## src/rtl/mmm_pkg.sv

```systemverilog
// mmm_pkg: shared constants, beat structs and route register layout for the
// modulation matrix mixer. No dependencies; used by every file under rtl.
`timescale 1ns / 1ps
`default_nettype none

package mmm_pkg;

   // sizing of the matrix
   localparam int ROUTE_SLOTS  = 8;
   localparam int DEST_COUNT   = 15;
   localparam int SOURCE_COUNT = 7;
   localparam int REG_COUNT    = 8;
   localparam int REG_IDX_W    = $clog2(REG_COUNT);
   localparam int CSR_INDEX_W  = REG_IDX_W + 1;
   localparam int CSR_DATA_W   = 24;

   localparam int LEVEL_W = 16;
   localparam int SRC_W   = 3;
   localparam int DEST_W  = 4;
   localparam int TERM_W  = 17;
   localparam int SUM_W   = 20;

   // source codes
   localparam logic [SRC_W-1:0] SRC_NONE       = 3'd0;
   localparam logic [SRC_W-1:0] SRC_LFO_ONE    = 3'd1;
   localparam logic [SRC_W-1:0] SRC_LFO_TWO    = 3'd2;
   localparam logic [SRC_W-1:0] SRC_FILTER_ENV = 3'd3;
   localparam logic [SRC_W-1:0] SRC_AMP_ENV    = 3'd4;
   localparam logic [SRC_W-1:0] SRC_VELOCITY   = 3'd5;
   localparam logic [SRC_W-1:0] SRC_WHEEL      = 3'd6;
   localparam logic [SRC_W-1:0] SRC_LIMIT      = SRC_W'(SOURCE_COUNT);

   // destination codes
   localparam logic [DEST_W-1:0] DEST_NONE  = 4'd0;
   localparam logic [DEST_W-1:0] DEST_FIRST = 4'd1;
   localparam logic [DEST_W-1:0] DEST_LAST  = DEST_W'(DEST_COUNT - 1);
   localparam logic [DEST_W:0]   DEST_LIMIT = (DEST_W + 1)'(DEST_COUNT);

   typedef struct packed {
      logic signed [LEVEL_W-1:0] lfo_one_level;
      logic signed [LEVEL_W-1:0] lfo_two_level;
      logic signed [LEVEL_W-1:0] filter_env_level;
      logic signed [LEVEL_W-1:0] amp_env_level;
      logic signed [LEVEL_W-1:0] velocity_level;
      logic signed [LEVEL_W-1:0] wheel_level;
   } req_beat_type;

   typedef struct packed {
      logic [DEST_W-1:0]       dest_index;
      logic signed [SUM_W-1:0] mod_sum;
      logic                    last;
   } rsp_beat_type;

   typedef struct packed {
      logic                      enable;
      logic [SRC_W-1:0]          source;
      logic [DEST_W-1:0]         dest;
      logic signed [LEVEL_W-1:0] amount;
   } route_type;

   // one lane's contribution; dest is DEST_NONE when the route is skipped
   typedef struct packed {
      logic [DEST_W-1:0]        dest;
      logic signed [TERM_W-1:0] term;
   } lane_term_type;

endpackage

`default_nettype wire

```

## src/rtl/mmm_lane.sv

```systemverilog
// mmm_lane: one routing slot. Picks the source level, scales it by the route
// amount and registers the floored Q2.15 product. Depends on mmm_pkg.
`timescale 1ns / 1ps
`default_nettype none

module mmm_lane (
   input  wire logic                  clock,
   input  wire logic                  load,
   input  wire mmm_pkg::req_beat_type levels,
   input  wire mmm_pkg::route_type    route,
   output mmm_pkg::lane_term_type     lane_term
);
   import mmm_pkg::*;

   logic signed [LEVEL_W-1:0]   level;
   logic signed [2*LEVEL_W-1:0] prod;
   logic                        active;
   lane_term_type               term_ff;
   lane_term_type               term_in;

   always_comb begin
      case (route.source)
         SRC_LFO_ONE:    level = levels.lfo_one_level;
         SRC_LFO_TWO:    level = levels.lfo_two_level;
         SRC_FILTER_ENV: level = levels.filter_env_level;
         SRC_AMP_ENV:    level = levels.amp_env_level;
         SRC_VELOCITY:   level = levels.velocity_level;
         SRC_WHEEL:      level = levels.wheel_level;
         default:        level = '0;
      endcase
   end

   assign prod = level * route.amount;

   assign active = route.enable
                   && (route.source != SRC_NONE)
                   && ({1'b0, route.source} < {1'b0, SRC_LIMIT})
                   && (route.dest != DEST_NONE)
                   && ({1'b0, route.dest} < DEST_LIMIT);

   always_comb begin
      // upper bits of the product are the arithmetic shift by 15, which floors
      term_in.term = prod[2*LEVEL_W-1:LEVEL_W-1];
      term_in.dest = active ? route.dest : DEST_NONE;
   end

   always_ff @(posedge clock) begin
      if (load) begin
         term_ff <= term_in;
      end
   end

   assign lane_term = term_ff;

endmodule

`default_nettype wire

```

## config.mk

```make
export PLATFORM = sky130hd
export DESIGN_NAME = mmm_lane
export DESIGN_NICKNAME = d
export VERILOG_FILES = /design/src/rtl/mmm_pkg.sv /design/src/rtl/mmm_lane.sv
export SDC_FILE = /design/constraint.sdc
export NUM_CORES = 1
export LEC_CHECK = 0
export BUFFER_PORTS_ARGS = -buffer_cell sky130_fd_sc_hd__buf_2
export CORE_MARGIN = 2
export CORE_UTILIZATION = 44
export CTS_BUF_LIST = sky130_fd_sc_hd__clkbuf_8 sky130_fd_sc_hd__clkbuf_16
export DETAILED_ROUTE_END_ITERATION = 7
export GPL_ROUTABILITY_DRIVEN = 0
export GPL_TIMING_DRIVEN = 1
export REMOVE_ABC_BUFFERS = 1
export SLEW_MARGIN = 25
export SYNTH_ARGS = -nofsm -noshare
export SYNTH_HDL_FRONTEND = slang
export SYNTH_SLANG_ARGS = --single-unit
```

## constraint.sdc

```tcl
create_clock -name clock -period 8.2 [get_ports clock]
set_clock_uncertainty 0.15 [all_clocks]
set_input_delay 0 -clock clock [delete_from_list [all_inputs] [get_ports clock]]
set_output_delay 0 -clock clock [all_outputs]
set_load 0.1 [all_outputs]
```

Word-level counts from Yosys, hierarchy flattened:

Cells that the tools add are included.

* $mul: 1
* $lt $le $gt $ge: 2
* eq/ne operators: 6
* muxes and demuxes: 1
* reductions and logical operators: 6

Operators by type and width (count)
* $pmux W16 S6: 1
* $mul A16 B16 Y32: 1
* $eq A3 B3 Y1 const B: 3
* $eq A3 B2 Y1 const B: 2
* $logic_and A1 B1 Y1: 4
* $lt A4 B4 Y1 const B: 1
* $reduce_bool A4 Y1: 1
* $eq A3 B1 Y1 const B: 1
* $lt A3 B3 Y1 const B: 1
* $reduce_bool A3 Y1: 1

* bits in registers: 21
* output and inout bits: 21
* word-level logic and storage cells: 18

Longest topological paths before layout:

Gate-level depths: netlist of the first run.

* depth after elaboration: 5
* depth in mapped cells: 28
* mapped depth without buffers: 27

Worst setup path after synthesis of the first run:

Ideal clock, no wire load.

* path kind: in2reg
* start: input route[21] (netlist bit)
* end: register term_ff, in the netlist lane_term[16] (data pin)
* arrival: 6.753 ns
* data required time: 7.784 ns
* path slack: 1.031 ns
* stages: 25
* buffers on the path: 3
* cells stage by stage: buf_2 > buf_2 > mux2i_1 > o22ai_1 > a221oi_1 > clkbuf_1 > nor2b_1 > fa_1 > inv_1 > fa_1 > fa_1 > fa_1 > inv_1 > fa_1 > inv_1 > fa_1 > inv_1 > ha_1 > nand4_1 > a2111oi_1 > o2111ai_1 > o211a_1 > o211a_1 > o21ai_0 > or3b_1

* longest elaborated chain between the ends: 3
* elaborated cells between the ends (all ways): 8

Ends and longest elaborated chain
* start: declaration: RTL line mmm_lane.sv:10 `input wire mmm_pkg::route_type route,`
* $eq A3 B3 Y1, or another cell as far along: RTL line mmm_lane.sv:22 `case (route.source)`
* $pmux W16 S6 (*): RTL line mmm_lane.sv:22
* $mul A16 B16 Y32 (*): RTL line mmm_lane.sv:33 `assign prod = level * route.amount;`
* via prod[31]: RTL line mmm_lane.sv:16 `logic signed [2*LEVEL_W-1:0] prod;`
* end signal: assignment: RTL line mmm_lane.sv:49 `term_ff <= term_in;`
* end: declaration: RTL line mmm_lane.sv:18 `lane_term_type term_ff;`

The timed path passes the listed nets; every way through them passes the cells marked *.
A chain may end at the register's enable or synchronous reset.

Worst setup path in the final report of the first run:

Ends and elaborated chain as after synthesis.

==> key figures, run 1 <==
Die
  • Die Wd: 163.7 um
  • Starting Density: 44.67%
  • Site Rows: 58
  • Die footprint: 0.02679 mm^2
  • Core Region: 0.02511 mm^2
  • I/O pin total: 143
  • Die Y: 163.7 um

Timing
  • Final critical-path required period: 7.577 ns
  • Slew Limit Fails: 0
  • Unrepaired setup endpoints after global routing: no
  • Max-slew headroom: 52.61%
  • Max Clock Freq: 132.0 MHz
  • Worst-margin pin slew: 0.7054 ns
  • Tcrit/Tclk final: 92.40%
  • Setup TNS: 0 ns
  • Setup Viol. Count Final: 0
  • Final hold violation count: 0

Placement
  • Port bufs: 142
  • Area post-placement: 0.01230 mm^2
  • DP HPWL: 23330 um

Flow run
  • Max-Cap Viols: 0

Setup path
  • Worst endpoint data arrival time: 7.43 ns
  • Critical Path Sink Type: flop
  • Critical path cell sequence: buf_2 -> buf_4 -> nor2b_1 -> nand2_1 -> nand3_1 -> and2_1 -> inv_1 -> fa_1 -> inv_1 -> fa_1 -> fa_1 -> fa_1 -> fa_1 -> fa_1 -> ha_1 -> and3_1 -> and2_1 -> a221oi_1 -> o21a_1 -> o211a_1 -> nor3_1 -> or3b_1
  • CP Class: input pin to flop
  • Most frequent CP cell: fa_1
  • Critical Path RT: 8.05 ns
  • Crit path max fanout: 19
  • Largest stage delay, worst path: 0.83 ns
  • Startpoint Class: input pin
  • Crit-path slowest cell: fa_1

Yosys
  • Largest area contributor in the synthesized netlist: fa_1
  • Post-synthesis register bit count: 21
  • Netlist Area Pre-Place: 0.01122 mm^2
  • Synth top area share: 46.76%
  • Top_reg_cell synth: edfxtp_1
  • Synth top area cells: fa_1 (47%), inv_1 (11%), ha_1 (8.7%)
  • Cells after synthesis: 1211
  • Synth Area per Inst: 9.263 um^2
  • Register area share after synthesis: 5.622%
  • Cell variety after synth: 54
  • Async SR Flop Fraction: 0%
  • Ys Warns: 0
  • Post-synth EDFFs: 21

Finish
  • Max reg flops: 21
  • Share of cells above drive strength 1: 13.40%
  • Commonest non-fill, non-tap cell in the layout: inv_1
  • Synth-to-layout area growth: 10.76%
  • Final Instance Area: 0.01242 mm^2
  • Commonest non-fill, non-tap cells in the layout: inv_1 (321), fa_1 (262), buf_2 (142), and2_1 (102), nand2_1 (96)
  • Layout Nets: 1799
  • # fillers: 2448
  • Number of diodes: 0

Hold path
  • HP Start: load
  • Class of the worst hold path: input pin to flop
  • Cell depth of the worst hold path: 1
  • Worst Hold End: lane_term[0]

Global routing
  • Antenna violations before repair: 1
  • First-pass GRT wire length: 47010 um
  • GRT overflow: 0
  • Vias in the first global route: 9531
  • Largest net degree at the start of global routing: 33
  • Gr usage total: 22.58%

Clocking
  • CTS tree: done
  • Num Clock Sinks: 21
  • H-Tree Depth: 1
  • Root Driver: clkbuf_16
  • CTS clk-pin slew, worst paths: 0.06 ns
  • Clk buf depth: 2
  • CTS Buf Count: 3

Routing
  • Remaining DRCs: 0
  • Drt total wl: 27460 um
  • Drt wl/cell: 16.48 um
  • Vias: 8365
  • Post-route ant nets: 0
  • DRT Pass-1 Iters: 4
  • Initial DRC count: 327
  • Vias/cell: 5.021

Outcome
  • Status: finished, final reports clean
-- layer usage --
layer / GRT usage (%) / wire (um) / vias up
met1: 25.96 / 10210 / 4270
met4: 8.812 / 1267 / 2
met5: 0 / 13 / -
li1: - / - / 3866
met2: 42.93 / 14990 / 175
met3: 2.108 / 978 / 52
-- logic make-up (layout without fill, tap and decap cells) --
kind of cell / Yosys count / after routing / synth area share (%)
buffers and inverters: 363 / 488 / 12.23
adders and majority gates: 340 / 340 / 55.46
AOI/OAI and AO/OA: 98 / 98 / 6.135
xor gates and xnor gates: 26 / 26 / 2.030
and+or+nand+nor: 335 / 335 / 15.83
DFF: 21 / 21 / 5.622
muxes: 28 / 28 / 2.699
-- cell type report --
type / instances / area, um^2 / share of cell area, %
Inverter: 321 / 1205 / 9.698
Multi-Input combinational cell: 827 / 9215 / 74.17
Clock inverter: 1 / 7.507 / 0.06042
Clock buffer: 3 / 75.07 / 0.6042
Sequential cell: 21 / 630.6 / 5.076
Timing Repair Buffer: 163 / 878.3 / 7.069
Tap cell: 330 / 412.9 / 3.323
-- per-stage QoR --
stage	hold WS (ns)	worst slack, ns	util (%)	cells
4_1_cts	0.09383	0.5688	49.48	1666
6_report	0.07990	0.6234	49.48	1666
5_1_grt	0.1051	0.03913	49.48	1666
3_5_place_dp	0.1685	0.3114	48.99	1658
3_3_place_gp	0.1627	0.5628	48.99	1658
2_1_floorplan	-0.03750	1.266	-	1169
-- worst max-delay path by stage --
stage,endpoint,cells after the start,startpoint
after CTS,lane_term[16],22,route[21]
final,lane_term[16],22,route[21]
after global routing,lane_term[16],22,route[21]
after global placement,lane_term[16],22,route[21]
after floorplan,lane_term[16],22,route[21]
after detailed placement,lane_term[16],22,route[21]
-- repair_timing --
| item | in CTS | in global routing |
|---|---|---|
| hold buffers | 4 | 0 |
| resized for setup | 0 | 0 |
| setup buffers | 0 | 0 |
| hold endpoints to repair | 4 | 0 |
-- worst max-delay path: cells and delay by family --
kind / cells / cell delay, ns
adders and majority gates: 7 / 3.76
and+or+nand+nor: 8 / 2.00
buffers and inverters: 4 / 0.94
AOI/OAI and AO/OA: 3 / 0.69
-- cell usage after synthesis, types with 3 or more instances --
cell,n
inv_1,321
fa_1,262
and2_1,102
nand2_1,96
ha_1,78
nor2b_1,55
clkbuf_1,36
nor2_1,30
a21oi_1,23
nand2b_1,23
edfxtp_1,21
xnor2_1,21
o21ai_0,20
mux2i_1,19
a221oi_1,11
a21o_1,7
mux2_2,7
nand4_1,6
nor3_1,5
o22ai_1,5
xor2_1,5
and3_1,4
buf_2,4
nand3_1,4
or2_2,4
a211oi_1,3
a31oi_1,3
o21bai_1,3
Power of run 1 is left out: the tool's default activity adds up to more than one toggle a clock period on the data nets, which glitch-free logic cannot reach.
==> run 2, diff against run 1 <==
--- a/config.mk
+++ b/config.mk
@@ -12,6 +12,7 @@
 export DETAILED_ROUTE_END_ITERATION = 7
 export GPL_ROUTABILITY_DRIVEN = 0
 export GPL_TIMING_DRIVEN = 1
+export RECOVER_POWER = 25
 export REMOVE_ABC_BUFFERS = 1
 export SLEW_MARGIN = 25
 export SYNTH_ARGS = -nofsm -noshare
==> key figures, run 2 (synthesized netlist as in run 1, its figures left out) <==
Outcome
  • Status: finished, final reports clean

Timing
  • Worst-margin pin slew: 1.114 ns (+0.4082 ns)
  • Unrepaired setup endpoints after global routing: no
  • Max Clock Freq: 132.0 MHz (about the same)
  • Slew Limit Fails: 0 (unchanged)
  • Max-slew headroom: 25.76% (-27 points)
  • Tcrit/Tclk final: 92.40% (about the same)
  • Final hold violation count: 0 (unchanged)
  • Hold slack final: 0.1321 ns (+0.05223 ns)
  • Final critical-path required period: 7.577 ns (-0.00001700 ns)
  • Setup TNS: 0 ns (unchanged)
  • Setup Viol. Count Final: 0 (unchanged)

Die
  • Starting Density: 44.67% (unchanged)
  • I/O pin total: 143 (unchanged)
  • Die Y: 163.7 um (unchanged)
  • Die Wd: 163.7 um (unchanged)
  • Die footprint: 0.02679 mm^2 (unchanged)
  • Core Region: 0.02511 mm^2 (unchanged)
  • Site Rows: 58 (unchanged)

Setup path
  • CP endpoint: lane_term[16]
  • Setup crit start: route[21]
  • Critical Path Sink Type: flop
  • Startpoint Class: input pin
  • CP Class: input pin to flop
  • Worst endpoint data arrival time: 7.43 ns (about the same)
  • Crit path max fanout: 19 (unchanged)
  • Critical Path RT: 8.05 ns (about the same)

Finish
  • Number of diodes: 0 (unchanged)
  • Synth-to-layout area growth: 10.75% (about the same)
  • Max reg flops: 21 (unchanged)
  • Share of cells above drive strength 1: 13.32% (-0.075 points)
  • Commonest non-fill, non-tap cells in the layout: inv_1 (321), fa_1 (262), buf_2 (141), and2_1 (102), nand2_1 (96)
  • Layout Nets: 1799 (unchanged)
  • Final Non-Filler Cells: 1666 (unchanged)
  • Commonest non-fill, non-tap cell in the layout: inv_1

Hold path
  • Class of the worst hold path: input pin to flop

Clocking
  • CTS clk-pin slew, worst paths: 0.06 ns (about the same)
  • H-Tree Depth: 1 (unchanged)
  • Root Driver: clkbuf_16
  • CTS tree: done
  • CTS Buf Count: 3 (unchanged)
  • Clk buf depth: 2 (unchanged)
  • Num Clock Sinks: 21 (unchanged)
  • Post-cts repair resize count: 0 (unchanged)

Routing
  • Post-route ant nets: 0 (unchanged)
  • DRT Pass-1 Iters: 4 (unchanged)
  • Drt wl/cell: 16.48 um (unchanged)
  • Drt total wl: 27460 um (unchanged)
  • Vias/cell: 5.021 (unchanged)
  • Vias: 8365 (unchanged)
  • Initial DRC count: 327 (unchanged)
  • Remaining DRCs: 0 (unchanged)

Placement
  • Port bufs: 142 (unchanged)
  • Placed Cells: 1658 (unchanged)
  • DP HPWL: 23330 um (unchanged)

Flow run
  • Max-Cap Viols: 0 (unchanged)

Global routing
  • First-pass GRT wire length: 47010 um (unchanged)
  • Gr usage total: 22.58% (unchanged)
  • GRT overflow: 0 (unchanged)
  • Vias in the first global route: 9531 (unchanged)
  • Largest net degree at the start of global routing: 33 (unchanged)
  • Antenna violations before repair: 1 (unchanged)
[run 2: cell count changes in the layout (fill, tap and decap cells not counted)]
cell	change
buf_2	-1
clkbuf_1	+1
[run 2: per-layer routing]
metal | vias up | global-route usage (%) | share of wire, %
li1 | 3866 | - | -
met5 | - | 0 | 0.047
met3 | 52 | 2.108 | 3.6
met4 | 2 | 8.812 | 4.6
met2 | 175 | 42.93 | 55
met1 | 4270 | 25.96 | 37
[run 2: final cells by class]
cell class                 instances  area (um^2)
fill                            2446        12690
timing repair buffer             163        877.1
clock inverter                     1        7.507
clock buffer                       3        75.07
multi-input combinational        827         9215
sequential                        21        630.6
inverter                         321         1205
tap                              330        412.9
[run 2: worst min path at each step]
stage,from,slack (ns),depth (start not counted),to
after CTS,load,0.09,1,lane_term[0]
after detailed placement,route[16],0.17,2,lane_term[17]
after floorplan,load,-0.04,0,lane_term[0]
after global routing,route[23],0.15,4,lane_term[19]
after global placement,route[18],0.16,2,lane_term[19]
final,route[23],0.13,4,lane_term[19]
[run 2: critical path: stages]
cell and delay [ns]:
buf_2 0.39, buf_4 0.34, nor2b_1 0.33, nand2_1 0.12, nand3_1 0.44, and2_1 0.26, inv_1 0.07, fa_1 0.59
inv_1 0.14, fa_1 0.83, fa_1 0.54, fa_1 0.57, fa_1 0.44, fa_1 0.44, ha_1 0.35, and3_1 0.24
and2_1 0.17, a221oi_1 0.31, o21a_1 0.17, o211a_1 0.21, nor3_1 0.07, or3b_1 0.37
[run 2: metrics by stage]
stage	worst slack [ns]	utilization [%]	area [um^2]
after floorplan	1.266	-	11050
after global placement	0.5628	48.99	12300
after detailed placement	0.3114	48.99	12300
after CTS	0.5688	49.48	12420
after global routing	0.03913	49.48	12420
final	0.6234	49.48	12420
[run 2: timing repair]
action / CTS / global route
hold buffers: 4 / 0
buffers inserted: 0 / 0
endpoints found under the hold margin: 4 / 0
Power of run 2 is left out for the same reason.
