## config.mk

```make
export PLATFORM = sky130hd
export DESIGN_NAME = mmm_merge
export DESIGN_NICKNAME = d
export VERILOG_FILES = /design/src/rtl/mmm_pkg.sv /design/src/rtl/mmm_merge.sv
export SDC_FILE = /design/constraint.sdc
export NUM_CORES = 1
export LEC_CHECK = 0
export BUFFER_PORTS_ARGS = -buffer_cell sky130_fd_sc_hd__buf_2
export CAP_MARGIN = 20
export CORE_MARGIN = 10
export CORE_UTILIZATION = 55
export CTS_BUF_LIST = sky130_fd_sc_hd__clkbuf_8
export DETAILED_ROUTE_END_ITERATION = 8
export PLACE_DENSITY_LB_ADDON = 0.08
export SYNTH_ARGS = -nofsm -noshare
export SYNTH_HDL_FRONTEND = slang
export SYNTH_SLANG_ARGS = --single-unit
export TNS_END_PERCENT = 5
```

## constraint.sdc

```tcl
create_clock -name clock -period 11 [get_ports clock]
set_input_delay 2.2 -clock clock [delete_from_list [all_inputs] [get_ports clock]]
set_output_delay 2.2 -clock clock [all_outputs]
set_load 0.01 [all_outputs]
```

## src/rtl/mmm_pkg.sv

```systemverilog
// mmm_pkg: shared constants, beat structs and route register layout for the
// modulation matrix mixer. No dependencies; used by every file under rtl.
`timescale 1ns / 1ps
`default_nettype none

package mmm_pkg;

   // sizing of the matrix
   localparam int ROUTE_SLOTS  = 8;
   localparam int DEST_COUNT   = 15;
   localparam int SOURCE_COUNT = 7;
   localparam int REG_COUNT    = 8;
   localparam int REG_IDX_W    = $clog2(REG_COUNT);
   localparam int CSR_INDEX_W  = REG_IDX_W + 1;
   localparam int CSR_DATA_W   = 24;

   localparam int LEVEL_W = 16;
   localparam int SRC_W   = 3;
   localparam int DEST_W  = 4;
   localparam int TERM_W  = 17;
   localparam int SUM_W   = 20;

   // source codes
   localparam logic [SRC_W-1:0] SRC_NONE       = 3'd0;
   localparam logic [SRC_W-1:0] SRC_LFO_ONE    = 3'd1;
   localparam logic [SRC_W-1:0] SRC_LFO_TWO    = 3'd2;
   localparam logic [SRC_W-1:0] SRC_FILTER_ENV = 3'd3;
   localparam logic [SRC_W-1:0] SRC_AMP_ENV    = 3'd4;
   localparam logic [SRC_W-1:0] SRC_VELOCITY   = 3'd5;
   localparam logic [SRC_W-1:0] SRC_WHEEL      = 3'd6;
   localparam logic [SRC_W-1:0] SRC_LIMIT      = SRC_W'(SOURCE_COUNT);

   // destination codes
   localparam logic [DEST_W-1:0] DEST_NONE  = 4'd0;
   localparam logic [DEST_W-1:0] DEST_FIRST = 4'd1;
   localparam logic [DEST_W-1:0] DEST_LAST  = DEST_W'(DEST_COUNT - 1);
   localparam logic [DEST_W:0]   DEST_LIMIT = (DEST_W + 1)'(DEST_COUNT);

   typedef struct packed {
      logic signed [LEVEL_W-1:0] lfo_one_level;
      logic signed [LEVEL_W-1:0] lfo_two_level;
      logic signed [LEVEL_W-1:0] filter_env_level;
      logic signed [LEVEL_W-1:0] amp_env_level;
      logic signed [LEVEL_W-1:0] velocity_level;
      logic signed [LEVEL_W-1:0] wheel_level;
   } req_beat_type;

   typedef struct packed {
      logic [DEST_W-1:0]       dest_index;
      logic signed [SUM_W-1:0] mod_sum;
      logic                    last;
   } rsp_beat_type;

   typedef struct packed {
      logic                      enable;
      logic [SRC_W-1:0]          source;
      logic [DEST_W-1:0]         dest;
      logic signed [LEVEL_W-1:0] amount;
   } route_type;

   // one lane's contribution; dest is DEST_NONE when the route is skipped
   typedef struct packed {
      logic [DEST_W-1:0]        dest;
      logic signed [TERM_W-1:0] term;
   } lane_term_type;

endpackage

`default_nettype wire

```

## src/rtl/mmm_merge.sv

```systemverilog
// mmm_merge: captures the lane terms of one beat and walks the destinations,
// summing the matching terms into the registered result beat.
// Depends on mmm_pkg.
`timescale 1ns / 1ps
`default_nettype none

module mmm_merge (
   input  wire logic                   clock,
   input  wire logic                   reset,
   input  wire logic                   lane_valid,
   output logic                        lane_take,
   input  wire mmm_pkg::lane_term_type lane_terms [mmm_pkg::ROUTE_SLOTS],
   output logic                        rsp_valid,
   input  wire logic                   rsp_ready,
   output mmm_pkg::rsp_beat_type       rsp_data
);
   import mmm_pkg::*;

   logic              busy_ff, busy_in;
   logic [DEST_W-1:0] dest_ff, dest_in;
   lane_term_type     terms_ff [ROUTE_SLOTS];
   logic              rsp_valid_ff, rsp_valid_in;
   rsp_beat_type      rsp_data_ff, rsp_data_in;
   logic              emit;
   logic              last_dest;
   logic signed [SUM_W-1:0] sum;

   assign emit      = busy_ff && (!rsp_valid_ff || rsp_ready);
   assign last_dest = (dest_ff == DEST_LAST);
   // a new beat can be captured while the last destination goes out
   assign lane_take = lane_valid && (!busy_ff || (emit && last_dest));

   always_comb begin
      sum = '0;
      for (int i = 0; i < ROUTE_SLOTS; i++) begin
         if (terms_ff[i].dest == dest_ff) begin
            sum = sum + {{(SUM_W-TERM_W){terms_ff[i].term[TERM_W-1]}}, terms_ff[i].term};
         end
      end
   end

   always_comb begin
      busy_in = busy_ff;
      dest_in = dest_ff;
      if (emit) begin
         if (last_dest) begin
            busy_in = 1'b0;
         end else begin
            dest_in = dest_ff + DEST_W'(1);
         end
      end
      if (lane_take) begin
         busy_in = 1'b1;
         dest_in = DEST_FIRST;
      end

      if (emit) begin
         rsp_valid_in = 1'b1;
      end else if (rsp_ready) begin
         rsp_valid_in = 1'b0;
      end else begin
         rsp_valid_in = rsp_valid_ff;
      end

      rsp_data_in.dest_index = dest_ff;
      rsp_data_in.mod_sum    = sum;
      rsp_data_in.last       = last_dest;
   end

   always_ff @(posedge clock) begin
      if (reset) begin
         busy_ff      <= 1'b0;
         dest_ff      <= DEST_FIRST;
         rsp_valid_ff <= 1'b0;
      end else begin
         busy_ff      <= busy_in;
         dest_ff      <= dest_in;
         rsp_valid_ff <= rsp_valid_in;
      end
   end

   always_ff @(posedge clock) begin
      if (lane_take) begin
         terms_ff <= lane_terms;
      end
      if (emit) begin
         rsp_data_ff <= rsp_data_in;
      end
   end

   assign rsp_valid = rsp_valid_ff;
   assign rsp_data  = rsp_data_ff;

   a_last_on_final_dest: assert property (@(posedge clock) disable iff (reset)
      rsp_valid_ff |-> (rsp_data_ff.last == (rsp_data_ff.dest_index == DEST_LAST)))
      else $error("last mark does not match final destination");

   a_take_restarts: assert property (@(posedge clock) disable iff (reset)
      lane_take |=> (busy_ff && dest_ff == DEST_FIRST))
      else $error("captured beat did not restart the destination walk");

   a_dest_steps: assert property (@(posedge clock) disable iff (reset)
      (emit && !last_dest) |=> (dest_ff == $past(dest_ff) + DEST_W'(1)))
      else $error("destination walk skipped or repeated");

   a_dest_range: assert property (@(posedge clock) disable iff (reset)
      busy_ff |-> (dest_ff != DEST_NONE && {1'b0, dest_ff} < DEST_LIMIT))
      else $error("destination counter out of range");

endmodule

`default_nettype wire

```

### Word level (Yosys, flattened, before mapping)

Cells that the tools add are included.
Widths: inputs -> output; s select.

* bits of input ports: 172
* flip-flop bits (word level): 199

* multiplexer cells: 13
* reductions and logical operators: 13
* eq/ne operators: 9
* add/subtract/negate cells: 8
* bitwise operators: 1

Operators by type and width (count)
* $mux 20: 8
* $add 20x20->20: 7
* $eq 4x4->1: 8
* $reduce_bool 2->1: 3
* $mux 1: 5
* $add 4x1->4 const B: 1
* $eq 4x4->1 const B: 1
* $reduce_and 2->1: 2
* $logic_and 1x1->1: 3
* $logic_not 1->1: 2
* $logic_or 1x1->1: 2
* $reduce_or 2->1: 1
* $not 1->1: 1

### Depth between registers and ports, before layout

Gate-level depths: netlist (run 1).

* depth after elaboration: 16
* gate-level depth with buffers: 67
* depth with buffers taken out: 63

### Least setup slack after synthesis (run 1)

No wires, ideal clock.

* path kind: reg-to-reg
* start point: register dest_ff[1]
* end point: register rsp_data_ff (netlist bit rsp_data[20]), data pin
* stages on the path, launching flop included: 61
* setup time: 0.266 ns
* clock period less this slack: 11.379 ns
* setup slack: -0.379 ns
* data arrival time: 11.113 ns
* required time: 10.734 ns
* cells stage by stage: dfxtp_1 buf_6 xnor2_2 and4_4 buf_6 and2_1 ha_1 a21o_1 a31o_2 and2_1 a31o_2 a31oi_4 xnor2_1 nand2_1 o21ai_0 ha_1 a2111o_1 o22a_1 [25 not listed] a31o_2 a21o_1 a21oi_1 mux2i_1 a211o_1 ha_1 and2_1 mux2i_1 a21bo_1 ha_1 and2_1 o211a_1 a31oi_1 nand3_1 nand2_1 nor2_1 o41ai_1 nand3_1

* cells in the longest elaborated chain, start to end: 16
* elaborated cells between the ends (all ways): 23

RTL lines
* start, declared: line mmm_merge.sv:20 `logic [DEST_W-1:0] dest_ff, dest_in;`
* start signal, assigned: line mmm_merge.sv:77 `dest_ff <= dest_in;`
* $eq 4x4->1: line mmm_merge.sv:36 `if (terms_ff[i].dest == dest_ff) begin`
* $mux 20: line mmm_merge.sv:36
* $add 20x20->20: line mmm_merge.sv:37 `sum = sum + {{(SUM_W-TERM_W){terms_ff[i].term[TERM_W-1]}}, terms_ff[i].term};`
* $mux 20: line mmm_merge.sv:36
* $add 20x20->20: line mmm_merge.sv:37
* $mux 20: line mmm_merge.sv:36
* $add 20x20->20: line mmm_merge.sv:37
* $mux 20: line mmm_merge.sv:36
* $add 20x20->20: line mmm_merge.sv:37
* $mux 20: line mmm_merge.sv:36
* $add 20x20->20: line mmm_merge.sv:37
* $mux 20: line mmm_merge.sv:36
* $add 20x20->20: line mmm_merge.sv:37
* $mux 20: line mmm_merge.sv:36
* $add 20x20->20: line mmm_merge.sv:37
* $mux 20 *: line mmm_merge.sv:36
* via sum[19]: line mmm_merge.sv:26 `logic signed [SUM_W-1:0] sum;`
* end signal, assigned: line mmm_merge.sv:87 `rsp_data_ff <= rsp_data_in;`
* end, declared: line mmm_merge.sv:23 `rsp_beat_type rsp_data_ff, rsp_data_in;`

Mark *: on every way through the listed nets, which the timed path passes. The rest lies on a longest branch.
A chain may end at the register's enable or synchronous reset.

### Final worst setup path (run 1)

* start point: register terms_ff[167] (netlist bit)
* end point: register rsp_data_ff (netlist bit rsp_data[20]), data pin

* cells in the longest elaborated chain, start to end: 16

RTL lines
* start, declared: line mmm_merge.sv:21 `lane_term_type terms_ff [ROUTE_SLOTS];`
* start signal, assigned: line mmm_merge.sv:84 `terms_ff <= lane_terms;`
* $eq 4x4->1 *: line mmm_merge.sv:36
* $mux 20 *: line mmm_merge.sv:36
* $add 20x20->20: line mmm_merge.sv:37
* $mux 20 *: line mmm_merge.sv:36
* $add 20x20->20: line mmm_merge.sv:37
* $mux 20 *: line mmm_merge.sv:36
* $add 20x20->20: line mmm_merge.sv:37
* $mux 20 *: line mmm_merge.sv:36
* $add 20x20->20: line mmm_merge.sv:37
* $mux 20 *: line mmm_merge.sv:36
* $add 20x20->20: line mmm_merge.sv:37
* $mux 20 *: line mmm_merge.sv:36
* $add 20x20->20: line mmm_merge.sv:37
* $mux 20 *: line mmm_merge.sv:36
* $add 20x20->20: line mmm_merge.sv:37
* $mux 20 *: line mmm_merge.sv:36
* via sum[19]: line mmm_merge.sv:26

Marked as above.

==> results of run 1 <==
-- registers in the layout, indices dropped and copies added, names as in the netlist --
name	flops
rsp_data	25
busy_ff	1
dest_ff	4
terms_ff	168
rsp_valid	1
-- cell usage after synthesis, drive strengths merged (7+ instances only) --
cell	count
edfxtp	193
ha	135
nor2	134
nand2	111
a21oi	104
xnor2	81
o21ai	71
inv	55
a21o	48
xor2	45
and2	31
nor3	31
o21a	31
a31oi	29
nand3	29
clkbuf	27
mux2	23
and3	17
nor2b	17
a211oi	15
mux2i	15
nand2b	14
nand4	14
o31ai	14
a211o	12
o211ai	11
or2	11
nor4	10
o21bai	10
or3	10
buf	9
and4	7
fa	7
-- layout make-up --
type	instances	area (um^2)	area share, %
multi-input cells	1172	8970	49.0
flip-flops and latches	199	5920	32.3
repair buffers	381	2370	13.0
well taps	335	419	2.29
clock buffers	17	234	1.28
inverters	55	206	1.13
clock inverters	15	189	1.03
-- kinds of logic (layout without fill, tap and decap cells) --
| kind of cell | count (synthesis) | after routing | share of synthesized area [%] |
|---|---|---|---|
| and+or+nand+nor | 449 | 449 | 14.9 |
| AOI/OAI and AO/OA | 416 | 416 | 19.3 |
| DFF | 199 | 199 | 40.1 |
| adders and majority gates | 142 | 142 | 12.4 |
| xor gates and xnor gates | 127 | 127 | 7.84 |
| buffers and inverters | 91 | 468 | 2.54 |
| muxes | 38 | 38 | 2.91 |
-- worst min-delay path, cell delays in order (launching register included) --
cell and delay, ns:
dfxtp_1 0.35, nor2_1 0.11, nor2_1 0.04
-- cell usage in the layout, fill, tap and decap left out, types with 17 or more instances in the layout --
cell type  count
a31oi_1       24
and2_1        26
nand3_1       26
xnor2_1       76
o21a_1        31
mux2_2        20
ha_1         125
buf_4        181
xor2_1        43
o21ai_0       52
a21o_1        48
buf_2        198
edfxtp_1     193
a21oi_1       91
inv_1         52
nor3_1        28
nand2_1      108
clkbuf_8      17
nor2_1       129
-- routing by layer --
| metal | GRT usage, % | up-vias | share of wire [%] |
|---|---|---|---|
| met5 | 0 | - | 0 |
| met4 | 5.97 | 0 | 1.9 |
| met3 | 3.97 | 43 | 5.6 |
| met2 | 39.2 | 351 | 49 |
| met1 | 29.0 | 5834 | 44 |
| li1 | - | 6223 | - |
-- worst max-delay path by stage --
stage	from	to	slack [ns]	cells after the start
finish	terms_ff[167]$_DFFE_PP_	rsp_data[20]$_DFFE_PP_	-0.22	58
global route	terms_ff[167]$_DFFE_PP_	rsp_data[20]$_DFFE_PP_	-0.88	57
CTS	terms_ff[167]$_DFFE_PP_	rsp_data[20]$_DFFE_PP_	-0.13	60
detailed placement	terms_ff[167]$_DFFE_PP_	rsp_data[20]$_DFFE_PP_	-0.37	58
global placement	terms_ff[167]$_DFFE_PP_	rsp_data[20]$_DFFE_PP_	-0.19	56
floorplan	dest_ff[1]$_SDFFE_PP0P_	rsp_data[20]$_DFFE_PP_	0.09	59
-- metrics by stage --
| stage | setup TNS (ns) | hold WS (ns) | utilization [%] | instances | instance area, um^2 |
|---|---|---|---|---|---|
| 4_1_cts | -0.127 | 0.535 | 69.2 | 2168 | 18100 |
| 5_1_grt | -1.68 | 0.586 | 69.9 | 2174 | 18300 |
| 3_5_place_dp | -0.367 | 0.517 | 66.1 | 2116 | 17300 |
| 2_1_floorplan | 0 | 0.431 | - | 1462 | 14900 |
| 3_3_place_gp | -0.186 | 0.502 | 66.1 | 2116 | 17300 |
| 6_report | -0.215 | 0.532 | 69.9 | 2174 | 18300 |
-- timing repair --
item,4_1_cts,5_1_grt
buffers inserted,20,6
setup endpoints to repair,2,5
pin swaps,55,18
resized for setup,47,35
-- power breakdown --
group | switching (uW) | total, uW | leakage (uW) | internal, uW
logic | 465 | 911 | 0.00620 | 446
clock network | 327 | 507 | 0.000211 | 180
registers | 22.7 | 914 | 0.00189 | 892
total | 814 | 2330 | 0.00830 | 1520
==> flow_summary_export.csv, run 1 <==
group,metric,value,unit
floorplanning,die_area,33800,um^2
sta,slew_headroom,29.8,%
floorplanning,core_area,26200,um^2
global_routing,antenna_found_initial,0,
logic_synthesis,netlist_instances,1462,
sta,hold_violations,0,
critical_path,critical-path-max-stage-delay,0.52,ns
floorplanning,die_w,184,um
logic_synthesis,synth_top_area_share,39.3,%
detailed_routing,drc,0,
worst_hold_path,whs_path_depth,2,
logic_synthesis,syn_nets,1776,
logic_synthesis,yosys_warnings,0,
sta,clock_skew,0.0243,ns
logic_synthesis,ys_seq_elements,199,
power_and_ir_drop,ir_worst_vdd,0.0711,mV
final_layout,syn_to_final_growth,24.1,%
logic_synthesis,synth_area,14800,um^2
clock_tree,clock-sinks,199,
logic_synthesis,synth_area_leader_cell,"edfxtp_1",
global_routing,overflow,0,
final_layout,drive_gt1_share,30.5,%
critical_path,rr_endpoint,"rsp_data[20]$_DFFE_PP_",
power_and_ir_drop,leakage,0.00830,uW
detailed_routing,ant_nets,0,
clock_tree,hold_buffers,0,
sta,max_freq,0.0892,GHz
critical_path,path_common_cell,"a21o_1",
sta,setup_viol,1,
critical_path,startpoint_type,"flop",
sta,fin_crit_sh,102,%
clock_tree,cts_root_buffer,"clkbuf_8",
clock_tree,ctsLongestPathBuffers,2,
detailed_routing,vias,12500,
critical_path,slowest_stage,"or4_4",
place,gp_congestion,0.904,
critical_path,r2r_cells,58,
critical_path,worstReg2RegStart,"terms_ff[167]$_DFFE_PP_",
place,detailed_place_hpwl,29900,um
place,pre_cts_ws,-0.367,ns
worst_hold_path,min_path_type,"flop to flop",
final_layout,antenna_cells,0,
critical_path,cp-end-kind,"flop",
detailed_routing,first_pass_iters,6,
final_layout,final_nets,2140,
critical_path,critical_path_class,"flop to flop",
place,io_buffer_count,198,
logic_synthesis,synthTopCellsByArea,"edfxtp_1 (39%), ha_1 (11%), xnor2_1 (4.6%)",
floorplanning,die_h,184,um
sta,min_period,11.22,ns
detailed_routing,drtIter0Drc,889,
floorplanning,rows,59,
clock_tree,cts.htree.levels,4,
logic_synthesis,syn_area_per_cell,10.1,um^2
detailed_routing,wire_per_inst,17.8,um
sta,finalWorstSetupSlack,-0.215,ns
global_routing,grt_pass1_wl,62200,um
global_routing,grt_max_degree,79,
logic_synthesis,ys.flop_type,"edfxtp_1",
worst_hold_path,min_to,"rsp_valid$_SDFFE_PP0P_",
critical_path,r2r_slack,-0.22,ns
global_routing,grt_pass1_vias,12600,
clock_tree,clk_pin_slew,0.13,ns
outcome,violations,"negative setup slack",
clock_tree,insertion_delay,0.50,ns
power_and_ir_drop,powerDensity,127,nW/um^2
floorplanning,start_util,56.3,%
flow_run,max-cap-violations,0,
global_routing,grt_use_total,22.8,%
logic_synthesis,yosysSeqAreaShare,40.1,%
critical_path,crit_family,"compound AO/OA/AOI/OAI gates",
critical_path,worst_ep_required_time,11.24,ns
clock_tree,numCtsBuffers,17,
critical_path,cp.buffers_inverters,3,
clock_tree,cts_tree,"yes",
critical_path,crit_path_max_fanout,5,
sta,final-max-slew-violation-count,0,
logic_synthesis,synth_edf_count,193,
sta,worst_pin_slew,1.05,ns
logic_synthesis,synthArstFlopShare,0,%
detailed_routing,drt-total-wl,38600,um
sta,rsz0062_at_grt,"yes",
detailed_routing,vias_per_cell,5.73,
outcome,run_status,"complete, but fails checks",
logic_synthesis,ys_types,92,
worst_hold_path,min_from,"busy_ff$_SDFFE_PP0P_",
floorplanning,io_pins,199,
critical_path,worstPathArrival,11.46,ns
power_and_ir_drop,power,2330,uW
final_layout,n_fill_cell,2022,
Note: power is estimated with default switching activity, not from simulation.
==> run 2: changes to the inputs <==
--- a/config.mk
+++ b/config.mk
@@ -12,6 +12,7 @@
 export CTS_BUF_LIST = sky130_fd_sc_hd__clkbuf_8
 export DETAILED_ROUTE_END_ITERATION = 8
 export PLACE_DENSITY_LB_ADDON = 0.08
+export RECOVER_POWER = 50
 export SYNTH_ARGS = -nofsm -noshare
 export SYNTH_HDL_FRONTEND = slang
 export SYNTH_SLANG_ARGS = --single-unit
==> run 2 against run 1 <==
Net effect:
- the flow finishes with violations (max-capacitance violations, max-slew violations, negative setup slack)
- hold slack gained 0.0018 ns
- core utilization shrank 0.19 points
- critical path type unchanged
- power is essentially flat
==> flow_summary_export.csv, run 2 (same netlist as run 1, synthesis figures left out) <==
group,metric,value,unit
outcome,run_status,"complete, but fails checks",
outcome,violations,"max-capacitance violations, max-slew violations, negative setup slack",
floorplanning,die_h,184,um
detailed_routing,wire_per_inst,17.8,um
detailed_routing,drtIter0Drc,860,
sta,fin_crit_sh,102,%
floorplanning,start_util,56.3,%
place,pre_cts_ws,-0.367,ns
sta,min_period,11.22,ns
critical_path,critical-path-max-stage-delay,0.55,ns
clock_tree,insertion_delay,0.50,ns
global_routing,antenna_found_initial,0,
sta,slew_headroom,-118,%
place,detailed_place_hpwl,29900,um
global_routing,overflow,0,
clock_tree,cts_root_buffer,"clkbuf_8",
final_layout,final_common_cell,"edfxtp_1",
final_layout,top_register,"terms_ff",
critical_path,crit_path_max_fanout,5,
sta,max_freq,0.0891,GHz
floorplanning,rows,59,
clock_tree,clk_pin_slew,0.13,ns
critical_path,path_common_cell,"a21o_1",
detailed_routing,ant_nets,0,
clock_tree,numCtsBuffers,17,
clock_tree,ctsLongestPathBuffers,2,
clock_tree,hold_buffers,0,
critical_path,critical_path_class,"flop to flop",
floorplanning,io_pins,199,
final_layout,final_cell_mix,"edfxtp_1 (193), buf_4 (177), buf_2 (173)",
detailed_routing,first_pass_iters,7,
critical_path,cp-end-kind,"flop",
floorplanning,die_w,184,um
sta,setup_viol,1,
clock_tree,clock-sinks,199,
global_routing,grt_max_degree,79,
critical_path,worst_ep_required_time,11.24,ns
final_layout,syn_to_final_growth,23.8,%
floorplanning,die_area,33800,um^2
place,gp_congestion,0.904,
detailed_routing,vias_per_cell,5.75,
final_layout,final_nets,2140,
detailed_routing,drt-total-wl,38700,um
critical_path,startpoint_type,"flop",
clock_tree,cts_tree,"yes",
worst_hold_path,min_path_type,"flop to flop",
sta,clock_skew,0.0239,ns
flow_run,max-cap-violations,1,
sta,hold_violations,0,
sta,rsz0062_at_grt,"yes",
final_layout,antenna_cells,0,
global_routing,grt_use_total,22.8,%
global_routing,grt_pass1_wl,62200,um
detailed_routing,vias,12500,
power_and_ir_drop,leakage,0.00821,uW
critical_path,slowest_stage,"or4_4",
final_layout,drive_gt1_share,28.9,%
clock_tree,cts.htree.levels,4,
final_layout,largest_reg_flops,168,
power_and_ir_drop,ir_worst_vdd,0.0713,mV
place,io_buffer_count,198,
power_and_ir_drop,powerDensity,128,nW/um^2
power_and_ir_drop,power,2330,uW
global_routing,grt_pass1_vias,12600,
sta,final-max-slew-violation-count,48,
detailed_routing,drc,0,
floorplanning,core_area,26200,um^2
sta,finalWorstSetupSlack,-0.221,ns
critical_path,worstPathArrival,11.46,ns
sta,worst_pin_slew,3.27,ns
-- run 2: cell types whose count changed in the layout (fill, tap and decap cells not counted), sizes merged --
| cell | delta |
|---|---|
| buf | -28 |
| clkbuf | +28 |
-- run 2: worst max-delay path: cells and delay by family, from the launching register on --
kind / cells / cell delay, ns
compound gates: 19 / 4.00
xor+xnor: 5 / 0.74
fa+ha+maj: 7 / 1.63
buf+inv: 3 / 0.38
flops: 1 / 0.44
mux: 2 / 0.56
simple gates: 19 / 3.20
-- run 2: final cells by class --
class,instances,area (um^2)
inverters,55,206
flip-flops and latches,199,5920
clock inverters,15,189
fillers,2033,7950
multi-input cells,1172,8970
repair buffers,381,2330
clock buffers,17,234
well taps,335,419
-- run 2: worst paths after layout --
path                                start  slack (ns)  cells past startpoint                endpoint
setup / recovery  terms_ff[167]$_DFFE_PP_       -0.22                     55  rsp_data[20]$_DFFE_PP_
hold / removal       busy_ff$_SDFFE_PP0P_        0.53                      2  rsp_valid$_SDFFE_PP0P_
setup reg to reg  terms_ff[167]$_DFFE_PP_       -0.22                     55  rsp_data[20]$_DFFE_PP_
hold reg to reg      busy_ff$_SDFFE_PP0P_        0.53                      2  rsp_valid$_SDFFE_PP0P_
-- run 2: metal layers --
| metal | vias up | part of all wire [%] | track usage, % |
|---|---|---|---|
| met2 | 339 | 49 | 39.2 |
| li1 | 6226 | - | - |
| met3 | 42 | 5.5 | 3.97 |
| met4 | 0 | 1.9 | 5.97 |
| met5 | - | 0 | 0 |
| met1 | 5884 | 44 | 29.0 |
-- run 2: where the power goes --
part	switching [uW]	internal [uW]
combinational	465	444
sequential	22.8	893
clock	326	180
-- run 2: stage by stage --
stage | TNS (ns) | cells | hold WS, ns | cell area, um^2 | util (%)
6_report | -0.221 | 2174 | 0.534 | 18300 | 69.7
5_1_grt | -1.68 | 2174 | 0.586 | 18300 | 69.7
4_1_cts | -0.127 | 2168 | 0.535 | 18100 | 69.2
3_5_place_dp | -0.367 | 2116 | 0.517 | 17300 | 66.1
3_3_place_gp | -0.186 | 2116 | 0.502 | 17300 | 66.1
2_1_floorplan | 0 | 1462 | 0.431 | 14900 | -
-- run 2: timing repair --
item,4_1_cts,5_1_grt
setup buffers,20,6
pin swaps,55,18
setup endpoints to repair,2,5
resized for setup,47,35
